`src/rtl/ille_pkg.sv`:
```
`timescale 1ns / 1ps
package ille_pkg;

    localparam int CAPACITY_DEF    = 256;
    localparam int VALUE_WIDTH_DEF = 32;

    localparam int ACTION_W = 3;
    localparam int DATA_W   = 32;
    localparam int POS_W    = 9;
    localparam int STATUS_W = 2;
    localparam int COUNT_W  = 9;

    typedef enum logic [ACTION_W-1:0] {
        ACT_PUSH_FRONT = 3'd0,
        ACT_PUSH_BACK  = 3'd1,
        ACT_INSERT_AT  = 3'd2,
        ACT_POP_FRONT  = 3'd3,
        ACT_POP_BACK   = 3'd4,
        ACT_REMOVE_AT  = 3'd5,
        ACT_READ_AT    = 3'd6
    } t_action;

    typedef enum logic [STATUS_W-1:0] {
        STAT_DONE  = 2'd0,
        STAT_RANGE = 2'd1,
        STAT_FULL  = 2'd2,
        STAT_EMPTY = 2'd3
    } t_status;

    typedef enum logic [4:0] {
        S_INIT, S_IDLE, S_DECIDE,
        S_PF_A, S_PF_B, S_PB_A, S_PB_B,
        S_DF_A, S_DF_B, S_DB_A, S_DB_B, S_GIVE,
        S_WALK, S_RD, S_INS_A, S_INS_B, S_RM,
        S_FIN_H, S_FIN_T, S_FIN_O
    } t_state;

    typedef enum logic [4:0] {
        OP_NONE, OP_INIT, OP_LOAD, OP_DECIDE,
        OP_PF_A, OP_PF_B, OP_PB_A, OP_PB_B,
        OP_DF_A, OP_DF_B, OP_DB_A, OP_DB_B, OP_GIVE,
        OP_WALK, OP_RD, OP_INS_A, OP_INS_B, OP_RM,
        OP_FIN_H, OP_FIN_T, OP_FIN_O
    } t_op;

    typedef struct packed {
        t_op     op;
        t_status status;
    } t_cmd;

    typedef struct packed {
        t_action act;
        logic    init_done;
        logic    len_zero;
        logic    full;
        logic    pos_gt_len;
        logic    pos_ge_len;
        logic    pos_zero;
        logic    pos_eq_len;
        logic    pos_eq_last;
        logic    walk_done;
        logic    out_free;
    } t_flags;

endpackage

```
`src/rtl/ille_ctl.sv`:
```
`timescale 1ns / 1ps
module ille_ctl (
    input  logic            i_clk,
    input  logic            i_rst_n,
    input  logic            i_req_valid,
    input  ille_pkg::t_flags i_flags,
    output logic            o_req_ready,
    output ille_pkg::t_cmd  o_cmd
);
    import ille_pkg::*;

    t_state r_state, n_state;

    always_ff @(posedge i_clk) begin
        if (!i_rst_n) begin
            r_state <= S_INIT;
        end else begin
            r_state <= n_state;
        end
    end

    always_comb begin
        n_state      = r_state;
        o_req_ready  = 1'b0;
        o_cmd.op     = OP_NONE;
        o_cmd.status = STAT_DONE;
        unique case (r_state)
            S_INIT: begin
                o_cmd.op = OP_INIT;
                if (i_flags.init_done) n_state = S_IDLE;
            end
            S_IDLE: begin
                o_req_ready = 1'b1;
                if (i_req_valid) begin
                    o_cmd.op = OP_LOAD;
                    n_state  = S_DECIDE;
                end
            end
            S_DECIDE: begin
                o_cmd.op = OP_DECIDE;
                n_state  = S_FIN_H;
                unique case (i_flags.act)
                    ACT_PUSH_FRONT, ACT_PUSH_BACK: begin
                        if (i_flags.full) o_cmd.status = STAT_FULL;
                        else if (i_flags.act == ACT_PUSH_FRONT) n_state = S_PF_A;
                        else n_state = S_PB_A;
                    end
                    ACT_INSERT_AT: begin
                        if (i_flags.pos_gt_len) o_cmd.status = STAT_RANGE;
                        else if (i_flags.full) o_cmd.status = STAT_FULL;
                        else if (i_flags.pos_zero) n_state = S_PF_A;
                        else if (i_flags.pos_eq_len) n_state = S_PB_A;
                        else n_state = S_WALK;
                    end
                    ACT_POP_FRONT, ACT_POP_BACK: begin
                        if (i_flags.len_zero) o_cmd.status = STAT_EMPTY;
                        else if (i_flags.act == ACT_POP_FRONT) n_state = S_DF_A;
                        else n_state = S_DB_A;
                    end
                    ACT_REMOVE_AT: begin
                        if (i_flags.pos_ge_len) o_cmd.status = STAT_RANGE;
                        else if (i_flags.pos_zero) n_state = S_DF_A;
                        else if (i_flags.pos_eq_last) n_state = S_DB_A;
                        else n_state = S_WALK;
                    end
                    ACT_READ_AT: begin
                        if (i_flags.pos_ge_len) o_cmd.status = STAT_RANGE;
                        else n_state = S_WALK;
                    end
                    default: n_state = S_FIN_H;
                endcase
            end
            S_PF_A:  begin o_cmd.op = OP_PF_A;  n_state = S_PF_B;  end
            S_PF_B:  begin o_cmd.op = OP_PF_B;  n_state = S_FIN_H; end
            S_PB_A:  begin o_cmd.op = OP_PB_A;  n_state = S_PB_B;  end
            S_PB_B:  begin o_cmd.op = OP_PB_B;  n_state = S_FIN_H; end
            S_DF_A:  begin o_cmd.op = OP_DF_A;  n_state = S_DF_B;  end
            S_DF_B:  begin o_cmd.op = OP_DF_B;  n_state = S_GIVE;  end
            S_DB_A:  begin o_cmd.op = OP_DB_A;  n_state = S_DB_B;  end
            S_DB_B:  begin o_cmd.op = OP_DB_B;  n_state = S_GIVE;  end
            S_GIVE:  begin o_cmd.op = OP_GIVE;  n_state = S_FIN_H; end
            S_WALK: begin
                o_cmd.op = OP_WALK;
                if (i_flags.walk_done) begin
                    if (i_flags.act == ACT_READ_AT) n_state = S_RD;
                    else if (i_flags.act == ACT_INSERT_AT) n_state = S_INS_A;
                    else n_state = S_RM;
                end
            end
            S_RD:    begin o_cmd.op = OP_RD;    n_state = S_FIN_H; end
            S_INS_A: begin o_cmd.op = OP_INS_A; n_state = S_INS_B; end
            S_INS_B: begin o_cmd.op = OP_INS_B; n_state = S_FIN_H; end
            S_RM:    begin o_cmd.op = OP_RM;    n_state = S_GIVE;  end
            S_FIN_H: begin o_cmd.op = OP_FIN_H; n_state = S_FIN_T; end
            S_FIN_T: begin o_cmd.op = OP_FIN_T; n_state = S_FIN_O; end
            S_FIN_O: begin
                o_cmd.op = OP_FIN_O;
                if (i_flags.out_free) n_state = S_IDLE;
            end
            default: n_state = S_IDLE;
        endcase
    end

endmodule

```
`config.mk`:
```
export PLATFORM = sky130hd
export DESIGN_NAME = ille_ctl
export DESIGN_NICKNAME = d
export VERILOG_FILES = /design/src/rtl/ille_pkg.sv /design/src/rtl/ille_ctl.sv
export SDC_FILE = /design/constraint.sdc
export NUM_CORES = 1
export LEC_CHECK = 0
export BUFFER_PORTS_ARGS = -buffer_cell sky130_fd_sc_hd__buf_2
export CAP_MARGIN = 20
export CORE_MARGIN = 3
export CORE_UTILIZATION = 50
export CTS_CLUSTER_SIZE = 8
export DETAILED_ROUTE_END_ITERATION = 10
export GPL_ROUTABILITY_DRIVEN = 0
export PLACE_DENSITY = 0.81
export SETUP_SLACK_MARGIN = 0.2
export SYNTH_ARGS = -nofsm -noshare
export SYNTH_HDL_FRONTEND = slang
export SYNTH_SLANG_ARGS = --single-unit
```
`constraint.sdc`:
```
create_clock -name i_clk -period 3.3 [get_ports i_clk]
set_input_delay 0.165 -clock i_clk [delete_from_list [all_inputs] [get_ports i_clk]]
set_output_delay 0.165 -clock i_clk [all_outputs]
set_load 0.1 [all_outputs]
```
==> results.sh <==
export IMPL_outcome="finished, final reports clean"
export IMPL_die_h_um=47.6
export IMPL_clock_root_buffer="clkbuf_4"
export IMPL_ant_nets=0
export IMPL_grt_antenna_before_repair=0
export IMPL_grt_overflow_total=0
export IMPL_largest_reg_flops=5
export IMPL_r2r_cells=4
export IMPL_maxSlewViolCount=0
export IMPL_crit_family="flip-flops"
export IMPL_synth_edf_count=0
export IMPL_grt_pass1_vias=834
export IMPL_critical_path_class="reg -> out"
export IMPL_p_leak_uw=0.000366
export IMPL_cts_tree="done"
export IMPL_r2r_start="r_state[0]$_SDFFE_PN0P_"
export IMPL_p_per_area_nw_per_um2=266
export IMPL_core_area_um2=1560
export IMPL_totalWireLength_um=2260
export IMPL_vias=1046
export IMPL_critPathMaxStageDelay_ns=0.63
export IMPL_post_route_period_util_pct=68.0
export IMPL_syn2layout_area_growth_pct=12.0
export IMPL_wl_per_cell_um=13.6
export IMPL_portBuffers=23
export IMPL_worst_path_max_delay_cell="dfxtp_1"
export IMPL_start_util_pct=55.5
export IMPL_dr_pass1_iters=4
export IMPL_fin_skew_ns=0.00430
export IMPL_worstPathArrival_ns=2.08
export IMPL_worst_pin_slew_ns=0.642
export IMPL_synth_flop_cell="dfxtp_1"
export IMPL_cp_num_buf_inv=2
export IMPL_whs_path_depth=3
export IMPL_path_max_fanout=17
export IMPL_grt_pass1_wl_um=3640
export IMPL_cp_data_required_time_ns=3.13
export IMPL_reg_top3="r_state: 5 flops"
export IMPL_drive_above_1_share_pct=21.3
export IMPL_cts_hold_buffers=0
export IMPL_syn_nets=150
export IMPL_min_period_ns=2.25
export IMPL_die_x_um=47.6
export IMPL_synth_top_cell_by_area="dfxtp_1"
export IMPL_cp_startpoint="r_state[1]$_SDFFE_PN0P_"
export IMPL_worstPathCellList="inv_1 -> nor3_2 -> nand2_1 -> nor2_1 -> buf_2"
export IMPL_h_tree_depth=1
export IMPL_clkTransAtPathRegs_ns=0.04
export IMPL_rsz0062_at_grt="false"
export IMPL_ys_warn_count=0
export IMPL_hp_start="i_rst_n"
export IMPL_whs_ns=0.195
export IMPL_antenna_diode_count=0
export IMPL_path_depth=5
export IMPL_finalSetupViolCount=0
export IMPL_synthTopCellsByCount="15 x o21ai_0, 14 x nor2_1, 12 x a21oi_1, 9 x nand2_1"
export IMPL_netlist_top_cells_area="dfxtp_1 12%, o21ai_0 8.7%, a21oi_1 6.9%"
export IMPL_synthArstFlopShare_pct=0
export IMPL_cts_sinks=5
export IMPL_tns_ns=0
export IMPL_dp_hpwl_um=1750
export IMPL_drt_iter0_drc=45
export IMPL_cts_buffers=3
export IMPL_yosysTopAreaCellShare_pct=11.6
export IMPL_syn_inst=134
export IMPL_maxCapViolCount=0
export IMPL_avgSynthCellArea_um2=6.46
export IMPL_fp_row_count=14
export IMPL_post_synth_top_count_cell="o21ai_0"
export IMPL_synthDistinctLibCells=45
export IMPL_clk_path_buf_depth=2
export IMPL_groute_usage_overall_pct=22.1
export IMPL_final_hold_viol_count=0
export IMPL_drc=0
export IMPL_largest_register="r_state"
export IMPL_hp_class="in -> reg"
export IMPL_pre_cts_slack_ns=1.34
export IMPL_maxClockFrequency_ghz=0.445
export IMPL_clock_latency_ns=0.24
export IMPL_critPathLaunchType="flop"
export IMPL_slew_headroom_pct=57.1
export IMPL_die_area_um2=2270
export IMPL_ys_ff_latch=5
export IMPL_yosysSeqAreaShare_pct=11.6
export IMPL_pin_count=24
export IMPL_nets=167
export IMPL_cts_setup_buffers=0
export IMPL_post_cts_resized=0
export IMPL_vias_per_cell=6.30
export IMPL_grt_max_degree=23
export IMPL_syn_area_um2=866
export IMPL_ir_worst_vdd_v=0.000290
export IMPL_setup_ws_ns=1.05
export IMPL_end_kind="output port"
## final cells by class
type                    instances  area, um2
clock buffers                   4       26.3
fillers                       153        589
inverters                       4       15.0
multi-input cells             114        693
flip-flops and latches          5        100
well taps                      16       20.0
repair buffers                 23        115
## metal layers
metal | vias to the layer above | wire (um) | global-route usage, %
li1 | 536 | - | -
met1 | 452 | 997 | 34.1
met2 | 56 | 1040 | 32.1
met3 | 2 | 193 | 1.13
met4 | 0 | 25 | 8.06
met5 | - | 0 | 0
## cells in the final DEF, fill, tap and decap left out, drive strengths merged, types with 2 or more instances in the layout
cell	instances
a2111oi	2
a211oi	3
a21o	3
a21oi	13
a31oi	4
and3	2
buf	23
clkbuf	4
dfxtp	5
inv	4
nand2	9
nand2b	3
nand3	5
nor2	14
nor2b	5
nor3	6
nor3b	2
nor4	2
o21ai	18
o21bai	2
o22ai	2
o31ai	2
## worst min-delay path: cells and delay by family
| kind | cells | cell delay [ns] |
|---|---|---|
| AOI/OAI and AO/OA | 2 | 0.11 |
| buffers and inverters | 1 | 0.11 |
## cell families (layout without fill, tap and decap cells)
kind of cell    after synthesis  count (layout)  share of synthesized area (%)
flops                         5               5                           11.6
mux                           2               2                           2.46
simple gates                 53              53                           33.8
xor+xnor                      2               2                           2.02
fa+ha+maj                     1               1                           1.16
buf+inv                      15              31                           8.38
compound gates               56              56                           40.6
## report_power, final
group | internal [uW] | switching, uW
combinational | 32.6 | 80.8
clock | 45.7 | 25.7
sequential | 62.8 | 10.4
## per-stage QoR
stage | total power, uW | instances | util (%) | area (um2)
global placement | 185 | 162 | 60.5 | 943
floorplan | 161 | 134 | - | 866
finish | 258 | 166 | 62.2 | 970
CTS | 261 | 166 | 62.2 | 970
global route | 273 | 166 | 62.2 | 970
detailed placement | 186 | 162 | 60.5 | 943
## final timing paths
check	endpoint	slack, ns
max	o_cmd[0]	1.05
min	r_state[0]$_SDFFE_PN0P_	0.19
max reg2reg	r_state[4]$_SDFFE_PN0P_	1.52
min reg2reg	r_state[4]$_SDFFE_PN0P_	0.81
(Power assumes the default switching activity.)
